[src/hw/rtl/clmd_pkg.sv]
// Shared types and constants for the content-length message deframer.
package clmd_pkg;

	// Line store size; the last two places are kept for CR LF
	localparam int LINE_STORE_BYTES = 80;
	localparam int CONTENT_LIMIT = LINE_STORE_BYTES - 2;
	localparam int POS_W = $clog2(CONTENT_LIMIT + 1);

	// Length field: digit count saturates one above the limit
	localparam int MAX_LENGTH_DIGITS = 7;
	localparam int DIGIT_W = $clog2(MAX_LENGTH_DIGITS + 2);
	localparam int LEN_W = $clog2(10 ** MAX_LENGTH_DIGITS);

	// Header key "Content-Length"
	localparam int KEY_LEN = 14;
	localparam int KEY_W = $clog2(KEY_LEN + 1);

	localparam logic [7:0] CH_CR = 8'h0d;
	localparam logic [7:0] CH_LF = 8'h0a;
	localparam logic [7:0] CH_COLON = 8'h3a;
	localparam logic [7:0] CH_SPACE = 8'h20;
	localparam logic [7:0] CH_ZERO = 8'h30;
	localparam logic [7:0] CH_NINE = 8'h39;

	typedef enum logic [1:0] {
		KIND_BODY = 2'd0,
		KIND_EMPTY = 2'd1,
		KIND_HDR_ERR = 2'd2,
		KIND_CLOSED = 2'd3
	} kind_t;

	typedef enum logic {
		PH_HEADER = 1'b0,
		PH_BODY = 1'b1
	} phase_t;

	// Per-line parse state
	typedef struct packed {
		logic [POS_W-1:0] pos;
		logic [KEY_W-1:0] key_idx;
		logic key_match;
		logic seen_colon;
		logic skip_sp;
		logic [DIGIT_W-1:0] digits;
		logic value_bad;
		logic [LEN_W-1:0] acc;
	} line_t;

	localparam line_t LINE_CLEAR = '{
		pos: '0,
		key_idx: '0,
		key_match: 1'b1,
		seen_colon: 1'b0,
		skip_sp: 1'b0,
		digits: '0,
		value_bad: 1'b0,
		acc: '0
	};

endpackage

[src/hw/rtl/content_length_message_deframer.sv]
// Top level: content-length framed message deframer, one byte per cycle while in_stall is low.
//
//  channel | handshake          | payload
//  --------+--------------------+--------------------------------------
//  in      | in_valid/in_stall  | data_byte, link_closed
//  out     | out_valid/out_stall| result_kind, body_byte, last_byte
//
// One request is taken per cycle while in_stall is low; each passes an input
// register and the combinational parse logic into the output register.
// The rate is set by the parse update of the line state, which is combinational.
// arst_n clears the parse state and both valid flags.
// in_stall rises only while a result is held and out_stall is high;
// a request that gives no result still waits for the output slot.
module content_length_message_deframer (
	input  logic       clk,
	input  logic       arst_n,
	input  logic       in_valid,
	output logic       in_stall,
	input  logic [7:0] data_byte,
	input  logic       link_closed,
	output logic       out_valid,
	input  logic       out_stall,
	output logic [1:0] result_kind,
	output logic [7:0] body_byte,
	output logic       last_byte
);

	// Key character at a match position
	function automatic logic [7:0] key_char(input logic [clmd_pkg::KEY_W-1:0] idx);
		logic [7:0] c;
		unique case (idx)
			4'd0: c = 8'h43; // C
			4'd1: c = 8'h6f; // o
			4'd2: c = 8'h6e; // n
			4'd3: c = 8'h74; // t
			4'd4: c = 8'h65; // e
			4'd5: c = 8'h6e; // n
			4'd6: c = 8'h74; // t
			4'd7: c = 8'h2d; // -
			4'd8: c = 8'h4c; // L
			4'd9: c = 8'h65; // e
			4'd10: c = 8'h6e; // n
			4'd11: c = 8'h67; // g
			4'd12: c = 8'h74; // t
			4'd13: c = 8'h68; // h
			default: c = 8'h00;
		endcase
		return c;
	endfunction

	// One content byte applied to the line state
	function automatic clmd_pkg::line_t content_step(input clmd_pkg::line_t ln,
		input logic [7:0] b);
		clmd_pkg::line_t r;
		logic [clmd_pkg::LEN_W+3:0] prod;
		r = ln;
		prod = ({4'b0, ln.acc} << 3) + ({4'b0, ln.acc} << 1)
			+ (clmd_pkg::LEN_W + 4)'(b - clmd_pkg::CH_ZERO);
		if (ln.pos < clmd_pkg::POS_W'(clmd_pkg::CONTENT_LIMIT)) begin
			r.pos = ln.pos + 1'b1;
			if (!ln.seen_colon) begin
				if (b == clmd_pkg::CH_COLON) begin
					r.seen_colon = 1'b1;
					r.skip_sp = 1'b1;
				end else if (ln.key_match
					&& ln.key_idx < clmd_pkg::KEY_W'(clmd_pkg::KEY_LEN)
					&& b == key_char(ln.key_idx)) begin
					r.key_idx = ln.key_idx + 1'b1;
				end else begin
					r.key_match = 1'b0;
				end
			end else if (!(ln.skip_sp && b == clmd_pkg::CH_SPACE)) begin
				r.skip_sp = 1'b0;
				if (ln.digits <= clmd_pkg::DIGIT_W'(clmd_pkg::MAX_LENGTH_DIGITS))
					r.digits = ln.digits + 1'b1;
				if (b < clmd_pkg::CH_ZERO || b > clmd_pkg::CH_NINE)
					r.value_bad = 1'b1;
				else if (r.digits <= clmd_pkg::DIGIT_W'(clmd_pkg::MAX_LENGTH_DIGITS))
					r.acc = prod[clmd_pkg::LEN_W-1:0];
			end
		end
		return r;
	endfunction

	// Input register
	logic       valid_s1;
	logic [7:0] byte_s1;
	logic       closed_s1;

	// Parse state
	clmd_pkg::phase_t phase_q, phase_d;
	clmd_pkg::line_t line_q, line_d;
	logic pending_cr_q, pending_cr_d;
	logic [clmd_pkg::LEN_W-1:0] remain_q, remain_d;

	// Output register
	logic             out_valid_q;
	clmd_pkg::kind_t  kind_q;
	logic [7:0]       body_q;
	logic             last_q;

	// Result of the current request
	logic            res_valid;
	clmd_pkg::kind_t res_kind;
	logic [7:0]      res_body;
	logic            res_last;

	logic adv;
	logic key_hit;
	clmd_pkg::line_t ln_tmp;

	assign adv = !out_valid_q || !out_stall;
	assign in_stall = valid_s1 && !adv;

	always_ff @(posedge clk or negedge arst_n) begin
		if (!arst_n) begin
			valid_s1 <= 1'b0;
		end else if (!in_stall) begin
			valid_s1 <= in_valid;
		end
	end

	always_ff @(posedge clk) begin
		if (!in_stall) begin
			byte_s1 <= data_byte;
			closed_s1 <= link_closed;
		end
	end

	// Parse update for the request in the input register
	always_comb begin
		phase_d = phase_q;
		line_d = line_q;
		pending_cr_d = pending_cr_q;
		remain_d = remain_q;
		res_valid = 1'b0;
		res_kind = clmd_pkg::KIND_BODY;
		res_body = 8'h00;
		res_last = 1'b0;
		key_hit = line_q.key_match
			&& line_q.key_idx == clmd_pkg::KEY_W'(clmd_pkg::KEY_LEN);
		ln_tmp = line_q;
		priority if (closed_s1) begin
			// link closed: full restart
			phase_d = clmd_pkg::PH_HEADER;
			line_d = clmd_pkg::LINE_CLEAR;
			pending_cr_d = 1'b0;
			remain_d = '0;
			res_valid = 1'b1;
			res_kind = clmd_pkg::KIND_CLOSED;
		end else if (phase_q == clmd_pkg::PH_BODY && remain_q != '0) begin
			// body byte passes out
			res_valid = 1'b1;
			res_kind = clmd_pkg::KIND_BODY;
			res_body = byte_s1;
			res_last = (remain_q == clmd_pkg::LEN_W'(1));
			remain_d = remain_q - 1'b1;
			if (res_last) begin
				phase_d = clmd_pkg::PH_HEADER;
				line_d = clmd_pkg::LINE_CLEAR;
				pending_cr_d = 1'b0;
			end
		end else if (byte_s1 == clmd_pkg::CH_LF && pending_cr_q) begin
			// end of line
			phase_d = clmd_pkg::PH_HEADER;
			pending_cr_d = 1'b0;
			line_d = clmd_pkg::LINE_CLEAR;
			if (line_q.pos == '0) begin
				if (remain_q == '0) begin
					res_valid = 1'b1;
					res_kind = clmd_pkg::KIND_EMPTY;
				end else begin
					phase_d = clmd_pkg::PH_BODY;
				end
			end else if (key_hit) begin
				if (!line_q.seen_colon || line_q.value_bad
					|| line_q.digits > clmd_pkg::DIGIT_W'(clmd_pkg::MAX_LENGTH_DIGITS)) begin
					res_valid = 1'b1;
					res_kind = clmd_pkg::KIND_HDR_ERR;
					remain_d = '0;
				end else begin
					remain_d = line_q.acc;
				end
			end
		end else begin
			// ordinary byte; a held CR counts as content first
			phase_d = clmd_pkg::PH_HEADER;
			if (pending_cr_q)
				ln_tmp = content_step(line_q, clmd_pkg::CH_CR);
			if (byte_s1 == clmd_pkg::CH_CR) begin
				pending_cr_d = 1'b1;
				line_d = ln_tmp;
			end else begin
				pending_cr_d = 1'b0;
				line_d = content_step(ln_tmp, byte_s1);
			end
		end
	end

	always_ff @(posedge clk or negedge arst_n) begin
		if (!arst_n) begin
			phase_q <= clmd_pkg::PH_HEADER;
			line_q <= clmd_pkg::LINE_CLEAR;
			pending_cr_q <= 1'b0;
			remain_q <= '0;
			out_valid_q <= 1'b0;
		end else if (adv) begin
			out_valid_q <= valid_s1 && res_valid;
			if (valid_s1) begin
				phase_q <= phase_d;
				line_q <= line_d;
				pending_cr_q <= pending_cr_d;
				remain_q <= remain_d;
			end
		end
	end

	always_ff @(posedge clk) begin
		if (adv) begin
			kind_q <= res_kind;
			body_q <= res_body;
			last_q <= res_last;
		end
	end

	assign out_valid = out_valid_q;
	assign result_kind = kind_q;
	assign body_byte = body_q;
	assign last_byte = last_q;

endmodule

[config.mk]
export PLATFORM = sky130hd
export DESIGN_NAME = content_length_message_deframer
export DESIGN_NICKNAME = d
export VERILOG_FILES = /design/src/hw/rtl/clmd_pkg.sv /design/src/hw/rtl/content_length_message_deframer.sv
export SDC_FILE = /design/constraint.sdc
export NUM_CORES = 1
export LEC_CHECK = 0
export ABC_AREA = 1
export BUFFER_PORTS_ARGS = -buffer_cell sky130_fd_sc_hd__buf_4
export CAP_MARGIN = 20
export CORE_MARGIN = 4
export CORE_UTILIZATION = 36
export CTS_CLUSTER_DIAMETER = 30
export DETAILED_ROUTE_END_ITERATION = 7
export MAX_ROUTING_LAYER = met4
export PLACE_DENSITY_LB_ADDON = 0.05
export SYNTH_ARGS = -nofsm -noshare
export SYNTH_HDL_FRONTEND = slang
export SYNTH_SLANG_ARGS = --single-unit
[constraint.sdc]
create_clock -name clk -period 4.33 [get_ports clk]
set_clock_uncertainty 0.2 [all_clocks]
set_input_delay 0.2165 -clock clk [delete_from_list [all_inputs] [get_ports clk]]
set_output_delay 0.2165 -clock clk [all_outputs]
set_load 0.05 [all_outputs]
==> reports/results.tsv <==
metric	value	unit
status	finished, final reports clean	
cts_max_path_buffers	2	
worstMarginPinSlew	0.642	ns
wl	19600	µm
rows	51	
synth_cell_types	46	
start_util	36.7	%
die-area	22200	µm²
crit-reg2reg-launch	byte_s1[6]	
p_leak	4.11	nW
finalCoreUtilization	41.2	%
avgViaCountPerCell	4.88	
hold_viol	0	
grt_antenna_before_repair	0	
fp.coreArea	19500	µm²
fmax	271	MHz
grt_pass1_wl	32400	µm
synth_edf_count	20	
ys_warn_count	0	
drv_cap	0	
min_from	out_stall	
dpl.hpwl	15100	µm
cts_buffers	9	
r2r_setup_slack	0.64	ns
synthToLayoutAreaGrowth	12.2	%
drtIter0Drc	222	
hold_class	in -> reg	
end_kind	flop	
drtPass1Iterations	5	
critPathKind	reg -> reg	
cts_setup_buffers	0	
finalCriticalPeriod	3.69	ns
vias	6088	
async_reset_ff_share	78.0	%
drive_gt1_share	9.56	%
synth_most_common_cell	nand2_1	
r2r-end	line_q[21]	
rsz0062_at_grt	false	
synth.top_cells.by_area	dfrtp_1 (25%), nand2_1 (12%), edfxtp_1 (8.4%)	
ioPinCount	26	
netlist_area	7140	µm²
multi_input_area	4240	µm²
num_antenna_cells	0	
drtAntennaViolNets	0	
synth_commonest_cells	nand2_1 (234), inv_1 (102), nor2_1 (88), nand3_1 (82), o21ai_0 (71)	
cts.sinks	91	
die_x	149	µm
grt_max_degree	46	
clkTransAtPathRegs	0.07	ns
synth_nets	1020	
wire_per_inst	15.7	µm
relSlewSlack	57.1	%
ys.flop_type	dfrtp_1	
fillers	2046	
vdd_drop_max	229	µV
r2r_cells	15	
overflow	0	
syn_avg_cell_area	7.55	µm²
crit_arrival	3.73	ns
hold_path_depth	4	
setup_viol	0	
hold-path-endpoint	out_valid	
finalSetupTns	0	ns
netlist_instances	946	
synth_top_area_share	24.5	%
powerDensity	265	nW/µm²
cts_resized	0	
critPathMaxFanout	16	
period_share	85.1	%
yosysSeqAreaShare	33.3	%
die_y	149	µm
htree_num_levels	3	
cts-root-buf	clkbuf_16	
yosys_register_bits	91	
clk_latency	0.36	ns
cts_tree	built	
synth_top_area_cell	dfrtp_1	
nNetsFinal	1052	
register_area	2380	µm²
drv_slew	0	
drc_errors	0	
start_kind	flop	
critPathRequiredTime	4.37	ns
grt_usage	19.1	%
grt_pass1_vias	6086	
port_buffers	25	
place_congestion	0.846	
-- flip-flops by register name, summed over array words and instances, names as in the netlist --
| register | cells |
|---|---|
| byte_s1 | 8 |
| last_byte | 1 |
| out_valid | 1 |
| body_byte | 8 |
| closed_s1 | 1 |
| valid_s1 | 1 |
| pending_cr_q | 1 |
| phase_q | 1 |
| remain_q | 24 |
| result_kind | 2 |
| line_q | 43 |
-- power breakdown --
group          leakage [nW]  total (mW)  switching (mW)  internal, mW
combinational          2.77       0.363           0.249         0.115
sequential             1.20       0.945          0.0338         0.911
clock                 0.143       0.820           0.355         0.465
-- metrics by stage --
step                hold slack (ns)  std cells  total power [mW]  worst slack [ns]  instance area [µm²]
floorplan                    -0.279        946              1.20             0.456                 7140
global placement             0.0938       1221              1.32             0.676                 7610
detailed placement            0.102       1221              1.32             0.673                 7610
CTS                           0.111       1248              2.17             0.632                 8010
global route                  0.129       1248              2.24             0.127                 8010
finish                        0.111       1248              2.13             0.645                 8010
-- timing repair --
item                       in CTS  in global routing
setup endpoints to repair       0                  0
hold endpoints to repair       53                  0
hold buffers                   11                  0
-- worst max-delay path, stage by stage, from the launching register on --
cell	delay [ns]
edfxtp_1	0.46
nor2_1	0.29
inv_1	0.10
nor2_2	0.11
buf_4	0.30
fa_1	0.47
ha_1	0.36
a21oi_1	0.22
o21a_1	0.15
nand2_1	0.08
a21oi_1	0.31
o21ai_0	0.15
xor2_1	0.20
nor2_1	0.06
nand2_1	0.06
nand2_1	0.05
-- area by class of cell --
class	count	share of cell area, %
Sequential cell	91	29.7
Multi-Input combinational cell	723	52.9
Inverter	109	5.11
Tap cell	265	4.14
Clock inverter	4	0.640
Timing Repair Buffer	44	4.47
Clock buffer	12	3.08
-- worst max path at each step --
stage	from	to	slack [ns]	cells after the start
3_5_place_dp	byte_s1[6]	line_q[21]	0.67	15
2_1_floorplan	byte_s1[6]	line_q[23]	0.46	15
4_1_cts	byte_s1[6]	line_q[21]	0.63	15
3_3_place_gp	byte_s1[6]	line_q[19]	0.68	16
6_report	byte_s1[6]	line_q[21]	0.64	15
5_1_grt	byte_s1[6]	line_q[19]	0.13	16
-- cells in the final DEF (no fill, tap or decap), types with 3 or more instances in the layout --
cell type | netlist | layout
fa_1 | 21 | 21
nor2_1 | 88 | 87
ha_1 | 40 | 40
xor2_1 | 29 | 29
o21ai_0 | 71 | 71
edfxtp_1 | 20 | 20
a21o_1 | 3 | 3
nand2_1 | 234 | 234
nor2_4 | 4 | 4
nand2_4 | 3 | 3
dlygate4sd3_1 | 0 | 11
o21bai_1 | 4 | 4
or2_2 | 4 | 4
nand2_2 | 14 | 14
o21ai_1 | 3 | 3
dfrtp_1 | 70 | 70
xnor2_1 | 10 | 10
nor3_1 | 13 | 13
nand4_1 | 20 | 20
nand3b_1 | 6 | 6
a21oi_1 | 37 | 37
clkbuf_16 | 0 | 9
inv_2 | 7 | 7
nor2_2 | 4 | 5
buf_4 | 0 | 33
a21boi_0 | 3 | 3
inv_1 | 102 | 102
o22ai_1 | 9 | 9
nand3_1 | 82 | 82
-- per-layer routing --
| layer | vias to the layer above | wire length (µm) | track usage, % |
|---|---|---|---|
| li1 | 3157 | - | - |
| met1 | 2846 | 9020 | 24.3 |
| met2 | 71 | 9770 | 32.6 |
| met3 | 14 | 572 | 3.16 |
| met4 | 0 | 217 | 3.66 |
| met5 | - | 0 | - |
-- cell families (layout without fill, tap and decap cells) --
logic type                 after synthesis  count (layout)  share of synthesized area (%)
and+or+nand+nor                        483             483                           30.9
AOI/OAI and AO/OA                      140             140                           10.7
buffers and inverters                  132             169                           7.36
DFF                                     91              91                           33.3
adders and majority gates               61              61                           12.9
xor gates and xnor gates                39              39                           4.78
(Power assumes the default switching activity.)
